<file path="src/hdl/dqv_pkg.sv">
// ----------------------------------------------------------------------------
// dqv_pkg
// Shared types and constants for the bounded deque with delete by value.
// ----------------------------------------------------------------------------
`default_nettype none

package dqv_pkg;

  localparam int DEPTH  = 16;
  localparam int DATA_W = 32;
  localparam int PTR_W  = (DEPTH > 1) ? $clog2(DEPTH) : 1;
  localparam int CNT_W  = $clog2(DEPTH + 1);
  localparam int CMD_W  = 3;
  localparam int OCNT_W = 5;

  localparam int IN_TDATA_W  = 40;
  localparam int OUT_TDATA_W = 72;

  typedef enum logic [CMD_W-1:0] {
    CMD_APPEND     = 3'd0,
    CMD_PREPEND    = 3'd1,
    CMD_POP_HEAD   = 3'd2,
    CMD_POP_TAIL   = 3'd3,
    CMD_REMOVE_VAL = 3'd4
  } cmd_e;

  typedef enum logic [1:0] {
    ST_DONE      = 2'd0,
    ST_EMPTY     = 2'd1,
    ST_FULL      = 2'd2,
    ST_NOT_FOUND = 2'd3
  } status_e;

  typedef enum logic [2:0] {
    S_IDLE,
    S_EXEC,
    S_SCAN,
    S_SHIFT,
    S_RD_HEAD,
    S_RD_TAIL,
    S_WB,
    S_OUT
  } state_e;

  typedef struct packed {
    logic              empty_flag;
    logic [DATA_W-1:0] tail_value;
    logic [DATA_W-1:0] head_value;
    logic [OCNT_W-1:0] entry_count;
    status_e           status;
  } result_t;

endpackage

`default_nettype wire

</file>
<file path="src/hdl/dqv_ram.sv">
// ----------------------------------------------------------------------------
// dqv_ram
// Generic simple dual-port RAM: one write port, one read port, registered read.
// ----------------------------------------------------------------------------
`default_nettype none

module dqv_ram #(
  parameter int WIDTH = 32,
  parameter int DEPTH = 16
) (
  input  wire logic                       clk,
  input  wire logic                       we,
  input  wire logic [$clog2(DEPTH)-1:0]   waddr,
  input  wire logic [WIDTH-1:0]           wdata,
  input  wire logic [$clog2(DEPTH)-1:0]   raddr,
  output      logic [WIDTH-1:0]           rdata
);

  logic [WIDTH-1:0] mem [DEPTH];

  always_ff @(posedge clk) begin
    if (we) begin
      mem[waddr] <= wdata;
    end
    rdata <= mem[raddr];
  end

endmodule

`default_nettype wire

</file>
<file path="src/hdl/dqv_addr.sv">
// ----------------------------------------------------------------------------
// dqv_addr
// Shared circular address adder: physical slot = (head + offset) mod DEPTH.
// ----------------------------------------------------------------------------
`default_nettype none

module dqv_addr (
  input  wire logic [dqv_pkg::PTR_W-1:0] base,
  input  wire logic [dqv_pkg::PTR_W-1:0] offset,
  output      logic [dqv_pkg::PTR_W-1:0] phys
);

  localparam logic [dqv_pkg::PTR_W:0] DEPTH_X = (dqv_pkg::PTR_W + 1)'(dqv_pkg::DEPTH);

  logic [dqv_pkg::PTR_W:0] sum;
  logic [dqv_pkg::PTR_W:0] wrapped;

  always_comb begin
    sum     = {1'b0, base} + {1'b0, offset};
    wrapped = sum - DEPTH_X;
    if (sum >= DEPTH_X) begin
      phys = wrapped[dqv_pkg::PTR_W-1:0];
    end else begin
      phys = sum[dqv_pkg::PTR_W-1:0];
    end
  end

endmodule

`default_nettype wire

</file>
<file path="src/hdl/dqv_seq.sv">
// ----------------------------------------------------------------------------
// dqv_seq
// Command sequencer: pointer/count update, search scan, gap close, readback.
// ----------------------------------------------------------------------------
`default_nettype none

module dqv_seq (
  input  wire logic                          clk,
  input  wire logic                          rst,
  input  wire logic                          in_fire,
  input  wire logic [dqv_pkg::CMD_W-1:0]     in_command,
  input  wire logic [dqv_pkg::DATA_W-1:0]    in_value,
  output      logic                          in_ready,
  input  wire logic                          out_free,
  output      logic                          res_valid,
  output      dqv_pkg::result_t              res,
  output      logic [dqv_pkg::PTR_W-1:0]     head,
  output      logic [dqv_pkg::PTR_W-1:0]     offset,
  input  wire logic [dqv_pkg::PTR_W-1:0]     phys,
  output      logic                          ram_we,
  output      logic [dqv_pkg::PTR_W-1:0]     ram_waddr,
  output      logic [dqv_pkg::DATA_W-1:0]    ram_wdata,
  input  wire logic [dqv_pkg::DATA_W-1:0]    ram_rdata
);

  localparam logic [dqv_pkg::CNT_W-1:0] CNT_ONE  = dqv_pkg::CNT_W'(1);
  localparam logic [dqv_pkg::CNT_W-1:0] CNT_FULL = dqv_pkg::CNT_W'(dqv_pkg::DEPTH);
  localparam logic [dqv_pkg::PTR_W-1:0] OFF_LAST = dqv_pkg::PTR_W'(dqv_pkg::DEPTH - 1);
  localparam logic [dqv_pkg::PTR_W-1:0] OFF_ONE  = dqv_pkg::PTR_W'(1);

  dqv_pkg::state_e              state, state_next;
  dqv_pkg::cmd_e                cmd_q;
  dqv_pkg::status_e             status_q;
  logic [dqv_pkg::DATA_W-1:0]   val_q;
  logic [dqv_pkg::CNT_W-1:0]    count;
  logic [dqv_pkg::CNT_W-1:0]    idx;
  logic                         rv;
  logic [dqv_pkg::PTR_W-1:0]    raddr_q;
  logic [dqv_pkg::PTR_W-1:0]    waddr_q;
  logic [dqv_pkg::DATA_W-1:0]   head_q;
  logic [dqv_pkg::DATA_W-1:0]   tail_q;

  logic                         full;
  logic                         empty;
  logic                         idx_live;
  logic                         match;
  logic [dqv_pkg::CNT_W-1:0]    last_pos;

  assign full     = (count == CNT_FULL);
  assign empty    = (count == '0);
  assign idx_live = (idx < count);
  assign match    = rv && (ram_rdata == val_q);
  assign last_pos = count - CNT_ONE;
  assign in_ready = (state == dqv_pkg::S_IDLE);

  always_ff @(posedge clk) begin
    if (rst) begin
      state <= dqv_pkg::S_IDLE;
    end else begin
      state <= state_next;
    end
  end

  always_comb begin
    state_next = state;
    offset     = '0;
    ram_we     = 1'b0;
    ram_waddr  = phys;
    ram_wdata  = val_q;
    res_valid  = 1'b0;
    case (state)
      dqv_pkg::S_IDLE: begin
        if (in_fire) begin
          state_next = dqv_pkg::S_EXEC;
        end
      end
      dqv_pkg::S_EXEC: begin
        state_next = dqv_pkg::S_RD_HEAD;
        case (cmd_q)
          dqv_pkg::CMD_APPEND: begin
            offset = count[dqv_pkg::PTR_W-1:0];
            ram_we = !full;
          end
          dqv_pkg::CMD_PREPEND: begin
            offset = OFF_LAST;
            ram_we = !full;
          end
          dqv_pkg::CMD_POP_HEAD: begin
            offset = OFF_ONE;
          end
          dqv_pkg::CMD_REMOVE_VAL: begin
            if (!empty) begin
              state_next = dqv_pkg::S_SCAN;
            end
          end
          default: begin
          end
        endcase
      end
      dqv_pkg::S_SCAN: begin
        offset = idx_live ? idx[dqv_pkg::PTR_W-1:0] : '0;
        if (match) begin
          state_next = dqv_pkg::S_SHIFT;
        end else if (!rv) begin
          state_next = dqv_pkg::S_RD_HEAD;
        end
      end
      dqv_pkg::S_SHIFT: begin
        offset    = idx_live ? idx[dqv_pkg::PTR_W-1:0] : '0;
        ram_we    = rv;
        ram_waddr = waddr_q;
        ram_wdata = ram_rdata;
        if (!rv) begin
          state_next = dqv_pkg::S_RD_HEAD;
        end
      end
      dqv_pkg::S_RD_HEAD: begin
        state_next = dqv_pkg::S_RD_TAIL;
      end
      dqv_pkg::S_RD_TAIL: begin
        offset     = empty ? '0 : last_pos[dqv_pkg::PTR_W-1:0];
        state_next = dqv_pkg::S_WB;
      end
      dqv_pkg::S_WB: begin
        state_next = dqv_pkg::S_OUT;
      end
      dqv_pkg::S_OUT: begin
        res_valid = out_free;
        if (out_free) begin
          state_next = dqv_pkg::S_IDLE;
        end
      end
      default: begin
        state_next = dqv_pkg::S_IDLE;
      end
    endcase
  end

  always_ff @(posedge clk) begin
    if (rst) begin
      count <= '0;
      head  <= '0;
      rv    <= 1'b0;
    end else begin
      case (state)
        dqv_pkg::S_IDLE: begin
          if (in_fire) begin
            status_q <= dqv_pkg::ST_DONE;
            idx      <= '0;
          end
        end
        dqv_pkg::S_EXEC: begin
          case (cmd_q)
            dqv_pkg::CMD_APPEND: begin
              if (full) begin
                status_q <= dqv_pkg::ST_FULL;
              end else begin
                count <= count + CNT_ONE;
              end
            end
            dqv_pkg::CMD_PREPEND: begin
              if (full) begin
                status_q <= dqv_pkg::ST_FULL;
              end else begin
                head  <= phys;
                count <= count + CNT_ONE;
              end
            end
            dqv_pkg::CMD_POP_HEAD: begin
              if (empty) begin
                status_q <= dqv_pkg::ST_EMPTY;
              end else begin
                head  <= phys;
                count <= last_pos;
              end
            end
            dqv_pkg::CMD_POP_TAIL: begin
              if (empty) begin
                status_q <= dqv_pkg::ST_EMPTY;
              end else begin
                count <= last_pos;
              end
            end
            dqv_pkg::CMD_REMOVE_VAL: begin
              if (empty) begin
                status_q <= dqv_pkg::ST_EMPTY;
              end else begin
                idx <= CNT_ONE;
                rv  <= 1'b1;
              end
            end
            default: begin
            end
          endcase
        end
        dqv_pkg::S_SCAN: begin
          if (idx_live) begin
            idx <= idx + CNT_ONE;
          end
          rv <= idx_live;
          if (match) begin
            waddr_q <= raddr_q;
          end else if (!rv) begin
            status_q <= dqv_pkg::ST_NOT_FOUND;
          end
        end
        dqv_pkg::S_SHIFT: begin
          if (idx_live) begin
            idx <= idx + CNT_ONE;
          end
          rv <= idx_live;
          if (rv) begin
            waddr_q <= raddr_q;
          end else begin
            count <= last_pos;
          end
        end
        default: begin
        end
      endcase
    end
  end

  always_ff @(posedge clk) begin
    raddr_q <= phys;
    if (in_fire) begin
      cmd_q <= dqv_pkg::cmd_e'(in_command);
      val_q <= in_value;
    end
    if (state == dqv_pkg::S_RD_TAIL) begin
      head_q <= ram_rdata;
    end
    if (state == dqv_pkg::S_WB) begin
      tail_q <= ram_rdata;
    end
  end

  always_comb begin
    res.status      = status_q;
    res.entry_count = dqv_pkg::OCNT_W'(count);
    res.empty_flag  = empty;
    res.head_value  = empty ? '0 : head_q;
    res.tail_value  = empty ? '0 : tail_q;
  end

endmodule

`default_nettype wire

</file>
<file path="src/hdl/bounded_deque_with_value_delete_core.sv">
// ----------------------------------------------------------------------------
// bounded_deque_with_value_delete_core
// Bounded double-ended queue of signed 32-bit values with delete by value.
// ----------------------------------------------------------------------------
// Commands arrive on the s_ channel, one transfer per command; each command
// returns exactly one result transfer on the m_ channel with status, entry
// count, head and tail values and empty flag, all as seen after the command.
// Storage is a circular buffer in one dual-port RAM addressed through a
// single shared (head + offset) mod DEPTH adder.
// For append, prepend, pop head, pop tail, unknown codes and remove on an empty
// store the sequencer passes through its execute, head read, tail read,
// write-back and output states, and m_tvalid is registered from the output
// state. Remove by value scans from the head one entry per cycle and closes
// the gap behind a hit one entry per cycle, then reads back head and tail the
// same way. s_tready is high only while no command is in progress.
// A finished result sits in the output register; a new command is accepted
// while it waits, and that command holds in its last step until m_tready
// frees the register. Reset empties the store (count and head pointer
// cleared) and drops any pending result; RAM contents are not cleared.
// ----------------------------------------------------------------------------
`default_nettype none

module bounded_deque_with_value_delete_core (
  input  wire logic                                clk,
  input  wire logic                                rst,
  input  wire logic                                s_tvalid,
  output      logic                                s_tready,
  // [2:0] command, [34:3] value, [39:35] zero
  input  wire logic [dqv_pkg::IN_TDATA_W-1:0]      s_tdata,
  output      logic                                m_tvalid,
  input  wire logic                                m_tready,
  // [1:0] status, [6:2] entry_count, [38:7] head_value, [70:39] tail_value,
  // [71] empty_flag
  output      logic [dqv_pkg::OUT_TDATA_W-1:0]     m_tdata
);

  logic                          in_fire;
  logic                          out_free;
  logic                          res_valid;
  dqv_pkg::result_t              res;
  logic [dqv_pkg::PTR_W-1:0]     head;
  logic [dqv_pkg::PTR_W-1:0]     offset;
  logic [dqv_pkg::PTR_W-1:0]     phys;
  logic                          ram_we;
  logic [dqv_pkg::PTR_W-1:0]     ram_waddr;
  logic [dqv_pkg::DATA_W-1:0]    ram_wdata;
  logic [dqv_pkg::DATA_W-1:0]    ram_rdata;

  assign in_fire  = s_tvalid && s_tready;
  assign out_free = !m_tvalid || m_tready;

  dqv_seq u_seq (
    .clk        (clk),
    .rst        (rst),
    .in_fire    (in_fire),
    .in_command (s_tdata[2:0]),
    .in_value   (s_tdata[34:3]),
    .in_ready   (s_tready),
    .out_free   (out_free),
    .res_valid  (res_valid),
    .res        (res),
    .head       (head),
    .offset     (offset),
    .phys       (phys),
    .ram_we     (ram_we),
    .ram_waddr  (ram_waddr),
    .ram_wdata  (ram_wdata),
    .ram_rdata  (ram_rdata)
  );

  dqv_addr u_addr (
    .base   (head),
    .offset (offset),
    .phys   (phys)
  );

  dqv_ram #(
    .WIDTH (dqv_pkg::DATA_W),
    .DEPTH (dqv_pkg::DEPTH)
  ) u_ram (
    .clk   (clk),
    .we    (ram_we),
    .waddr (ram_waddr),
    .wdata (ram_wdata),
    .raddr (phys),
    .rdata (ram_rdata)
  );

  always_ff @(posedge clk) begin
    if (rst) begin
      m_tvalid <= 1'b0;
    end else if (res_valid) begin
      m_tvalid <= 1'b1;
    end else if (m_tready) begin
      m_tvalid <= 1'b0;
    end
  end

  always_ff @(posedge clk) begin
    if (res_valid) begin
      m_tdata <= {res.empty_flag, res.tail_value, res.head_value,
                  res.entry_count, res.status};
    end
  end

endmodule

`default_nettype wire

</file>
<file path="config.mk">
export PLATFORM = sky130hd
export DESIGN_NAME = bounded_deque_with_value_delete_core
export DESIGN_NICKNAME = d
export VERILOG_FILES = /design/src/hdl/dqv_pkg.sv /design/src/hdl/dqv_ram.sv /design/src/hdl/dqv_addr.sv /design/src/hdl/dqv_seq.sv /design/src/hdl/bounded_deque_with_value_delete_core.sv
export SDC_FILE = /design/constraint.sdc
export NUM_CORES = 1
export LEC_CHECK = 0
export BUFFER_PORTS_ARGS = -buffer_cell sky130_fd_sc_hd__buf_2
export CAP_MARGIN = 5
export CORE_MARGIN = 2
export CORE_UTILIZATION = 59
export CTS_CLUSTER_SIZE = 8
export DETAILED_ROUTE_END_ITERATION = 10
export PLACE_DENSITY = 0.76
export SETUP_SLACK_MARGIN = 0.02
export SLEW_MARGIN = 20
export SYNTH_ARGS = -nofsm -noshare
export SYNTH_HDL_FRONTEND = slang
export SYNTH_SLANG_ARGS = --single-unit
</file>
<file path="constraint.sdc">
create_clock -name clk -period 6.04 [get_ports clk]
set_input_delay 0.906 -clock clk [delete_from_list [all_inputs] [get_ports clk]]
set_output_delay 0.906 -clock clk [all_outputs]
set_load 0.1 [all_outputs]
</file>
==> out/summary.json, run 1 <==
{
  "grt": {
    "grt_pass1_wl_mm": 89.56,
    "globalRouteOverflowTotal": 0,
    "total_global_route_track_usage_pct": 24.62,
    "number_of_global_route_vias_before_repair": 14434,
    "grt_antenna_before_repair": 2,
    "grt_max_degree": 73
  },
  "sta": {
    "timing.clock.skew_ns": 0.01932,
    "finalHoldViolCount": 0,
    "grt_setup_unrepaired": "no",
    "finalSetupTns_ns": 0,
    "final.setup.worst_slack_ns": 1.078,
    "maxClockFrequency_mhz": 201.5,
    "min_period_over_period_pct": 82.15,
    "setup-violations-final": 0,
    "worst_slew_pin_slew_ns": 1.115,
    "report.final.slew_viol_count": 0,
    "final_period_minus_worst_setup_slack_ns": 4.962,
    "timing.max_slew.rel_slack_pct": 25.65
  },
  "power": {
    "ir_worst_vdd_mv": 0.2400,
    "power-per-cell-area_nw_per_um2": 396.1,
    "p_leak_nw": 10.81,
    "fin_total_pwr_mw": 13.01
  },
  "final_layout": {
    "insertedDiodeCount": 0,
    "n_fill_cell": 2806,
    "flow.area_growth_from_synthesis_pct": 15.68,
    "layout-drive-gt1-share_pct": 23.89,
    "final_net_count": 1691
  },
  "routing": {
    "drtPass1Iterations": 6,
    "drtIter0Drc": 1546,
    "vias": 14275,
    "routed_via_density": 6.135,
    "antenna_violating_nets_left": 0,
    "routed_wl_mm": 59.90,
    "drt-wirelength-per-cell_microns": 25.74,
    "remaining_drc_errors": 0
  },
  "clocking": {
    "clock_tree.htree_level_count": 3,
    "clk_latency_ns": 0.64,
    "clock_root_buffer": "clkbuf_16",
    "cts_max_path_buffers": 3,
    "clock_sinks": 744,
    "cts_buffers": 102,
    "cts-resized-gates": 0,
    "clkTransAtPathRegs_ns": 0.05,
    "setup_fix_bufs_post_cts": 0,
    "number_of_buffers_inserted_for_hold_repair_after_clock_tree_synthesis": 0,
    "clock_tree_from_tritoncts": "done"
  },
  "synth": {
    "synth_top_cell_by_area": "edfxtp_1",
    "yosys-top-cells-count": "694 x edfxtp_1, 128 x mux4_2, 113 x nand2_1, 100 x mux2i_1, 68 x nor2b_1",
    "unique_cell_type_count_in_the_yosys_netlist": 52,
    "postSynth.topFlopCell": "edfxtp_1",
    "synthesis.area_sq_um": 28400,
    "netlist.area_leader.share_pct": 73.37,
    "synthCells": 1450,
    "postSynth.asyncResetShare_pct": 0,
    "synth_edf_count": 694,
    "postSynthAreaPerCell_sq_um": 19.59,
    "synth.net_count": 1506,
    "yosys_warnings": 0,
    "ys_seq_area_share_pct": 76.90,
    "synth_area_leaders": "edfxtp_1 73%, mux4_2 10%, dfxtp_1 3.5%, mux2i_1 3.5%, nor2b_1 1.5%",
    "synth_most_common_cell": "edfxtp_1",
    "postSynthRegisterBits": 744
  },
  "floorplanning": {
    "pin_count": 118,
    "core.rowCount": 80,
    "start_util_pct": 59.61,
    "die_x_microns": 223.4,
    "chipHeight_microns": 223.4,
    "die-area_sq_um": 49910,
    "fp.coreArea_sq_um": 47650
  },
  "worst_setup_path": {
    "critPathCaptureType": "flop",
    "timing.critical_path.arrival_ns": 5.22,
    "worst-endpoint-required_ns": 6.29,
    "timing.critical_path.from_type": "flop",
    "critPathMaxFanout": 32,
    "crit_type": "reg2reg"
  },
  "outcome": {
    "run_status": "finished clean"
  },
  "placement": {
    "dp_hpwl_mm": 32.73,
    "numPortBuffers": 112,
    "preCtsSetupSlack_ns": 1.113,
    "gp_routability_congestion": 0.8402
  },
  "flow_run": {
    "max-cap-violations": 0
  },
  "worst_hold_path": {
    "min-delay-path-class": "reg2reg"
  }
}
-- final timing paths --
check             slack (ns)  cells past startpoint                           to                   startpoint
setup / recovery        1.08                     17  u_ram.mem[10][18]$_DFFE_PP_  u_seq.count[2]$_SDFFE_PP0P_
hold / removal          0.41                      0   u_seq.waddr_q[0]$_DFFE_PP_     u_seq.raddr_q[0]$_DFF_P_
hold reg to reg         0.41                      0   u_seq.waddr_q[0]$_DFFE_PP_     u_seq.raddr_q[0]$_DFF_P_
setup reg to reg        1.08                     17  u_ram.mem[10][18]$_DFFE_PP_  u_seq.count[2]$_SDFFE_PP0P_
-- placed cells by master, fill, tap and decap left out, types with 7 or more instances in the layout --
master     instances
o21ai_0            7
ha_1              10
buf_2            112
nor2_4            18
dfxtp_1           50
xor2_1             9
a21oi_1           18
buf_4             30
clkbuf_1          74
xnor2_1           34
inv_1             13
mux2i_1          100
nor2_1            31
mux4_2           128
nand3_1            9
nor2b_1           67
clkbuf_16        104
edfxtp_1         694
nand2_1          113
nor3_1            12
nand4_1            9
-- report_power, final --
part	internal (mW)	switching, mW
Sequential	6.10	0.260
Combinational	0.568	0.897
Clock	3.18	2.01
Total	9.85	3.16
-- state kept, by name (all words and copies together) (netlist names) --
signal,flops
u_seq.head,4
u_seq.tail_q,32
u_seq.idx,5
u_seq.head_q,32
u_seq.state,3
u_seq.val_q,32
u_ram.mem,512
m_tvalid,1
u_seq.rv,1
u_seq.status_q,2
u_seq.waddr_q,4
u_seq.count,5
m_tdata,72
u_ram.rdata,32
u_seq.cmd_q,3
u_seq.raddr_q,4
-- metal layers --
| metal | wire length [microns] | track usage, % | vias up |
|---|---|---|---|
| li1 | - | - | 6107 |
| met4 | 1837 | 9.742 | 0 |
| met5 | 0 | 0 | - |
| met1 | 23320 | 33.63 | 7351 |
| met2 | 29890 | 40.11 | 694 |
| met3 | 4851 | 4.386 | 123 |
-- worst max-delay path, cell delays in order, from the launching register on --
cell and delay [ns]:
dfxtp_1 0.58, inv_1 0.10, ha_1 0.32, nand2_1 0.05
o21ai_0 0.26, a21o_1 0.17, a21oi_1 0.09, nand2_1 0.09
o221ai_1 0.19, ha_4 0.22, fa_4 0.51, xor2_4 0.21
buf_4 0.26, a2111oi_0 0.50, a311oi_1 0.11, buf_4 0.21
nor2_4 0.10, buf_4 0.58
-- cell families (layout without fill, tap and decap cells) --
family | count (synthesis) | after routing | synth area share [%]
compound gates | 54 | 54 | 1.255
xor+xnor | 45 | 45 | 1.454
fa+ha+maj | 12 | 12 | 0.5550
buf+inv | 79 | 341 | 1.273
flops | 744 | 744 | 76.90
mux | 228 | 228 | 13.67
simple gates | 288 | 288 | 4.894
-- through the flow --
step                instances  utilization (%)  hold WS (ns)  instance area (sq um)
finish                   2327            68.96        0.4053                  32860
global route             2327            68.96        0.4060                  32860
CTS                      2327            68.96        0.4049                  32860
detailed placement       2146            62.82        0.3936                  29930
global placement         2145            62.79        0.3861                  29920
floorplan                1450                -        0.3855                  28400
-- layout make-up --
cell class | count | area, sq um | share of cell area (%)
clock buffers | 178 | 2880 | 8.766
multi-input cells | 627 | 6392 | 19.46
flip-flops and latches | 744 | 21840 | 66.47
inverters | 13 | 48.80 | 0.1485
well taps | 615 | 769.5 | 2.342
clock inverters | 3 | 47.55 | 0.1447
repair buffers | 147 | 877.1 | 2.669
No activity file was read; power rests on OpenSTA's default activity.
==> inputs of run 2 (changes only) <==
--- a/config.mk
+++ b/config.mk
@@ -5,6 +5,7 @@
 export SDC_FILE = /design/constraint.sdc
 export NUM_CORES = 1
 export LEC_CHECK = 0
+export ABC_AREA = 1
 export BUFFER_PORTS_ARGS = -buffer_cell sky130_fd_sc_hd__buf_2
 export CAP_MARGIN = 5
 export CORE_MARGIN = 2
==> constraint.sdc (replaced) <==
create_clock -name clk -period 4.9 [get_ports clk]
set_input_delay 0.735 -clock clk [delete_from_list [all_inputs] [get_ports clk]]
set_output_delay 0.735 -clock clk [all_outputs]
set_load 0.1 [all_outputs]
==> out/summary.json, run 2 <==
{
  "worst_setup_path": {
    "worstRegToRegCells": 17,
    "crit_type": "reg2reg",
    "critical_path.cell_chain": "inv_1, ha_1, nand2_1, nor2_1, nand2_1, and3_1, nand3_1, o2111ai_1, ha_4, fa_2, inv_4, nand2_1, o21ai_1, inv_1, nand3_1, nor2_4, buf_12",
    "worstSetupEndpoint": "u_ram.mem[6][7]$_DFFE_PP_",
    "reg2reg_slack_ns": 0.56,
    "startpoint": "u_seq.count[3]$_SDFFE_PP0P_",
    "timing.rr.end": "u_ram.mem[6][7]$_DFFE_PP_",
    "cp_slowest_cell": "fa_2",
    "critPathMaxFanout": 22,
    "timing.critical_path.from_type": "flop",
    "worst_path_largest_cell_delay_ns": 0.60,
    "regToRegStartpoint": "u_seq.count[3]$_SDFFE_PP0P_",
    "timing.critical_path.arrival_ns": 4.63,
    "worst-endpoint-required_ns": 5.20,
    "critical-path-top-cell-by-count": "nand2_1",
    "critPathCaptureType": "flop"
  },
  "grt": {
    "grt_pass1_wl_mm": 102.8,
    "grt_antenna_before_repair": 0,
    "total_global_route_track_usage_pct": 26.96,
    "globalRouteOverflowTotal": 0,
    "number_of_global_route_vias_before_repair": 18012,
    "grt_max_degree": 162
  },
  "final_layout": {
    "largest_register_ff_count": 512,
    "largest_registers": "u_ram.mem: 512 flops, m_tdata: 72 flops",
    "finalCoreUtilization_pct": 69.04,
    "most-common-layout-cells": "694 x edfxtp_1, 353 x nand2_1, 313 x o21ai_0",
    "flow.area_growth_from_synthesis_pct": 15.75,
    "n_fill_cell": 3059,
    "top_register": "u_ram.mem",
    "final_net_count": 2464,
    "layout-drive-gt1-share_pct": 14.60,
    "insertedDiodeCount": 0,
    "mostFrequentLayoutCell": "edfxtp_1"
  },
  "synth": {
    "unique_cell_type_count_in_the_yosys_netlist": 43,
    "synth_edf_count": 694,
    "yosys-top-cells-count": "694 x edfxtp_1, 353 x nand2_1, 313 x o21ai_0, 246 x nor2_1, 149 x inv_1",
    "postSynthRegisterBits": 744,
    "postSynth.asyncResetShare_pct": 0,
    "synth_most_common_cell": "edfxtp_1",
    "postSynthAreaPerCell_sq_um": 12.95,
    "synth_area_leaders": "edfxtp_1 72%, o21ai_0 5.4%, nand2_1 4.6%, dfxtp_1 3.4%, nor2_1 3.2%",
    "netlist.area_leader.share_pct": 71.67,
    "synthesis.area_sq_um": 29080,
    "synth_top_cell_by_area": "edfxtp_1",
    "postSynth.topFlopCell": "edfxtp_1",
    "ys_seq_area_share_pct": 75.12,
    "synthCells": 2246,
    "yosys_warnings": 0,
    "synth.net_count": 2302
  },
  "placement": {
    "numPortBuffers": 112,
    "dp_hpwl_mm": 37.50,
    "gp_routability_congestion": 0.8841
  },
  "floorplanning": {
    "pin_count": 118,
    "chipHeight_microns": 226.0,
    "core.rowCount": 81,
    "fp.coreArea_sq_um": 48750,
    "die-area_sq_um": 51070,
    "start_util_pct": 59.65,
    "die_x_microns": 226.0
  },
  "clocking": {
    "clock_root_buffer": "clkbuf_16",
    "clock_tree.htree_level_count": 3,
    "cts_max_path_buffers": 3,
    "setup_fix_bufs_post_cts": 0,
    "cts_buffers": 102,
    "clk_latency_ns": 0.64,
    "cts-resized-gates": 0,
    "clock_tree_from_tritoncts": "done",
    "number_of_buffers_inserted_for_hold_repair_after_clock_tree_synthesis": 0,
    "clock_sinks": 744,
    "clkTransAtPathRegs_ns": 0.05
  },
  "sta": {
    "report.final.slew_viol_count": 0,
    "maxClockFrequency_mhz": 230.7,
    "finalSetupTns_ns": 0,
    "min_period_over_period_pct": 88.47,
    "grt_setup_unrepaired": "no",
    "setup-violations-final": 0,
    "worst_slew_pin_slew_ns": 1.041,
    "final_period_minus_worst_setup_slack_ns": 4.335,
    "timing.max_slew.rel_slack_pct": 30.59,
    "timing.clock.skew_ns": 0.03638,
    "finalHoldViolCount": 0
  },
  "routing": {
    "drtPass1Iterations": 6,
    "vias": 18540,
    "drtIter0Drc": 2273,
    "antenna_violating_nets_left": 0,
    "drt-wirelength-per-cell_microns": 21.57,
    "routed_wl_mm": 67.96,
    "routed_via_density": 5.884,
    "remaining_drc_errors": 0
  },
  "power": {
    "ir_worst_vdd_mv": 0.3898,
    "p_leak_nw": 12.31,
    "power-per-cell-area_nw_per_um2": 507.9
  },
  "worst_hold_path": {
    "min-delay-path-class": "in2reg"
  },
  "flow_run": {
    "max-cap-violations": 0
  },
  "outcome": {
    "run_status": "finished clean"
  }
}
-- run 2: cell count changes after synthesis, sizes merged, moves of 32 or more --
cell / before / now
o221ai: 1 / 33
o21ai: 8 / 350
inv: 13 / 155
mux2i: 100 / 0
nand2: 113 / 360
o22ai: 3 / 66
clkbuf: 41 / 76
mux4: 128 / 0
a32o: 0 / 32
nor2: 49 / 250
nor2b: 68 / 0
-- run 2: worst max-delay path, delay by kind of cell, from the launching register on --
family,cells,cell delay [ns]
flops,1,0.51
compound gates,2,0.24
buf+inv,4,0.63
fa+ha+maj,3,1.12
simple gates,8,1.49
-- run 2: power breakdown --
part | switching (mW) | total [mW] | internal [mW]
registers | 0.369 | 7.88 | 7.51
logic | 2.00 | 2.81 | 0.811
clock network | 2.47 | 6.40 | 3.93
-- run 2: how the worst min path moves through the flow --
stage	endpoint	slack (ns)	from	cells after the start
4_1_cts	u_seq.val_q[23]$_DFFE_PP_	0.25	s_tdata[26]	1
6_report	u_seq.val_q[23]$_DFFE_PP_	0.27	s_tdata[26]	1
3_3_place_gp	u_seq.waddr_q[1]$_DFFE_PP_	0.39	u_seq.raddr_q[1]$_DFF_P_	0
3_5_place_dp	u_seq.waddr_q[3]$_DFFE_PP_	0.39	u_seq.raddr_q[3]$_DFF_P_	0
2_1_floorplan	u_seq.waddr_q[0]$_DFFE_PP_	0.39	u_seq.raddr_q[0]$_DFF_P_	0
5_1_grt	u_seq.val_q[8]$_DFFE_PP_	0.26	s_tdata[11]	1
-- run 2: through the flow --
stage	setup WS [ns]	area [sq um]	power (mW)	hold slack [ns]	instances
after floorplan	0.1247	29080	9.773	0.3855	2246
after global placement	0.6801	30720	10.58	0.3875	2968
after detailed placement	0.5887	30720	10.70	0.3887	2968
after CTS	0.5770	33660	17.10	0.2540	3151
after global routing	0.2891	33660	17.72	0.2624	3151
final	0.5648	33660	17.09	0.2731	3151
-- run 2: layout make-up --
class / instances / area, sq um / share of cell area, %
sequential: 744 / 21840 / 64.89
tap: 664 / 830.8 / 2.468
multi-input combinational: 1226 / 6274 / 18.64
clock inverter: 3 / 45.04 / 0.1338
inverter: 155 / 589.3 / 1.751
clock buffer: 180 / 2888 / 8.580
timing repair buffer: 179 / 1189 / 3.532
-- run 2: logic make-up (layout without fill, tap and decap cells) --
group,Yosys count,after routing,share of synthesized area [%]
flip-flops,744,744,75.12
XOR/XNOR,12,12,0.3615
adder cells (fa/ha/maj),12,12,0.5422
AND/OR/NAND/NOR,665,665,9.200
buffers and inverters,276,517,3.890
AO/OA/AOI/OAI,537,537,10.89
-- run 2: metal layers --
metal,share of wire [%],GRT usage [%]
met5,0,0
met4,3.1,11.19
met3,9.2,4.267
met2,49,44.41
met1,39,36.10
==> inputs of run 3 (changes only) <==
--- a/config.mk
+++ b/config.mk
@@ -8,6 +8,7 @@
 export ABC_AREA = 1
 export BUFFER_PORTS_ARGS = -buffer_cell sky130_fd_sc_hd__buf_2
 export CAP_MARGIN = 5
+export CORE_ASPECT_RATIO = 0.7
 export CORE_MARGIN = 2
 export CORE_UTILIZATION = 59
 export CTS_CLUSTER_SIZE = 8
==> out/summary.json, run 3 (synthesis gave the netlist of run 2 again) <==
{
  "final_layout": {
    "largest_register_ff_count": 512,
    "mostFrequentLayoutCell": "edfxtp_1",
    "most-common-layout-cells": "694 x edfxtp_1, 353 x nand2_1, 306 x o21ai_0",
    "top_register": "u_ram.mem",
    "finalCoreUtilization_pct": 68.69,
    "insertedDiodeCount": 0,
    "design_area_sq_um": 33660,
    "layout-drive-gt1-share_pct": 14.39,
    "layout.cells.non_filler": 3152,
    "flow.area_growth_from_synthesis_pct": 15.78,
    "final_net_count": 2458,
    "largest_registers": "u_ram.mem: 512 flops, m_tdata: 72 flops",
    "n_fill_cell": 3191
  },
  "placement": {
    "dp.cells": 2963,
    "dp_hpwl_mm": 38.33,
    "gp_routability_congestion": 0.9290,
    "preCtsSetupSlack_ns": 0.3945,
    "area_post_placement_sq_um": 30710,
    "numPortBuffers": 112
  },
  "clocking": {
    "cts_max_path_buffers": 3,
    "clock_tree_from_tritoncts": "done",
    "cts-resized-gates": 0,
    "clk_latency_ns": 0.64,
    "clock_sinks": 744,
    "clock_tree.htree_level_count": 3,
    "setup_fix_bufs_post_cts": 0,
    "clkTransAtPathRegs_ns": 0.05,
    "cts_buffers": 102,
    "number_of_buffers_inserted_for_hold_repair_after_clock_tree_synthesis": 0,
    "clock_root_buffer": "clkbuf_16"
  },
  "floorplanning": {
    "core.rowCount": 68,
    "chipHeight_microns": 189.7,
    "start_util_pct": 59.33,
    "die-area_sq_um": 51100,
    "fp.coreArea_sq_um": 49010,
    "pin_count": 118,
    "die_x_microns": 269.3
  },
  "grt": {
    "grt_max_degree": 258,
    "total_global_route_track_usage_pct": 27.62,
    "grt_antenna_before_repair": 0,
    "grt_pass1_wl_mm": 107.3,
    "globalRouteOverflowTotal": 0,
    "number_of_global_route_vias_before_repair": 18667
  },
  "power": {
    "cellInternalPower_mw": 12.23,
    "power-per-cell-area_nw_per_um2": 512.8,
    "clock_power_share_pct": 37.5,
    "pwr-share-seq_pct": 46.0,
    "power.combinational.fraction_pct": 16.5,
    "p_leak_nw": 12.29,
    "switching_share_pct": 29.13,
    "total_switching_power_mw": 5.028,
    "ir_worst_vdd_mv": 0.4167
  },
  "routing": {
    "routed_via_density": 6.067,
    "vias": 19124,
    "drtPass1Iterations": 8,
    "remaining_drc_errors": 0,
    "drt-wirelength-per-cell_microns": 22.53,
    "antenna_violating_nets_left": 0,
    "drtIter0Drc": 2691,
    "routed_wl_mm": 71.03
  },
  "flow_run": {
    "max-cap-violations": 0
  },
  "sta": {
    "final.setup.worst_slack_ns": 0.2901,
    "timing.clock.skew_ns": 0.02494,
    "final_period_minus_worst_setup_slack_ns": 4.610,
    "finalSetupTns_ns": 0,
    "maxClockFrequency_mhz": 216.9,
    "worst_slew_pin_slew_ns": 1.779,
    "grt_setup_unrepaired": "no",
    "report.final.slew_viol_count": 140,
    "finalHoldViolCount": 0,
    "min_period_over_period_pct": 94.08,
    "setup-violations-final": 0,
    "timing.max_slew.rel_slack_pct": -18.60
  },
  "worst_hold_path": {
    "min-delay-path-class": "in2reg"
  },
  "worst_setup_path": {
    "critical-path-top-cell-by-count": "nand2_1",
    "critPathMaxFanout": 24,
    "cp_slowest_cell": "fa_4",
    "timing.critical_path.from_type": "flop",
    "timing.critical_path.buf_inv": 4,
    "critical_path.cell_chain": "inv_1, ha_1, nand2_1, nor2_1, nand2_1, and3_1, nand3_1, o2111ai_1, ha_4, fa_4, inv_4, nand2_1, o21ai_1, inv_1, nand3_1, nor2_4, buf_12",
    "worst-endpoint-required_ns": 5.21,
    "crit_type": "reg2reg",
    "critical_path.top_delay_family": "adder cells",
    "timing.critical_path.arrival_ns": 4.92,
    "worst_path_largest_cell_delay_ns": 0.83,
    "critPathCaptureType": "flop"
  },
  "outcome": {
    "violations_in_the_final_reports": "slew limit",
    "run_status": "complete, but fails checks"
  }
}
run 3: area by class of cell:
class                   count  area (sq um)  share of cell area (%)
repair buffers            173          1169                   3.471
clock buffers             183          2856                   8.485
flip-flops and latches    744         21840                   64.88
well taps                 665         832.0                   2.472
inverters                 155         589.3                   1.751
multi-input cells        1226          6279                   18.65
clock inverters             6         97.59                  0.2899
run 3: final timing paths:
path                            slack (ns)                   startpoint  cells after the start                           to
worst max-delay path                  0.29  u_seq.count[3]$_SDFFE_PP0P_                     17  u_ram.mem[10][20]$_DFFE_PP_
worst min-delay path                  0.27                  s_tdata[21]                      1    u_seq.val_q[18]$_DFFE_PP_
worst max register to register        0.29  u_seq.count[3]$_SDFFE_PP0P_                     17  u_ram.mem[10][20]$_DFFE_PP_
worst min register to register        0.40     u_seq.raddr_q[3]$_DFF_P_                      0   u_seq.waddr_q[3]$_DFFE_PP_
run 3: metrics by stage:
step / total power [mW] / hold WS (ns)
6_report: 17.26 / 0.2661
2_1_floorplan: 9.773 / 0.3855
5_1_grt: 17.85 / 0.2667
3_5_place_dp: 10.76 / 0.3960
3_3_place_gp: 10.63 / 0.3858
4_1_cts: 17.22 / 0.2514
run 3: power groups by stage:
stage / registers [mW] / logic [mW] / clock network, mW
6_report: 7.93 / 2.85 / 6.47
5_1_grt: 7.94 / 3.12 / 6.79
4_1_cts: 7.91 / 2.79 / 6.52
3_5_place_dp: 8.03 / 2.73 / 0
3_3_place_gp: 8.02 / 2.61 / 0
2_1_floorplan: 7.82 / 1.95 / 0
run 3: routing by layer:
metal	GRT usage (%)	routed length, microns
met5	0	0
met4	10.36	2029
met3	6.058	8047
met2	42.15	32450
met1	39.54	28500
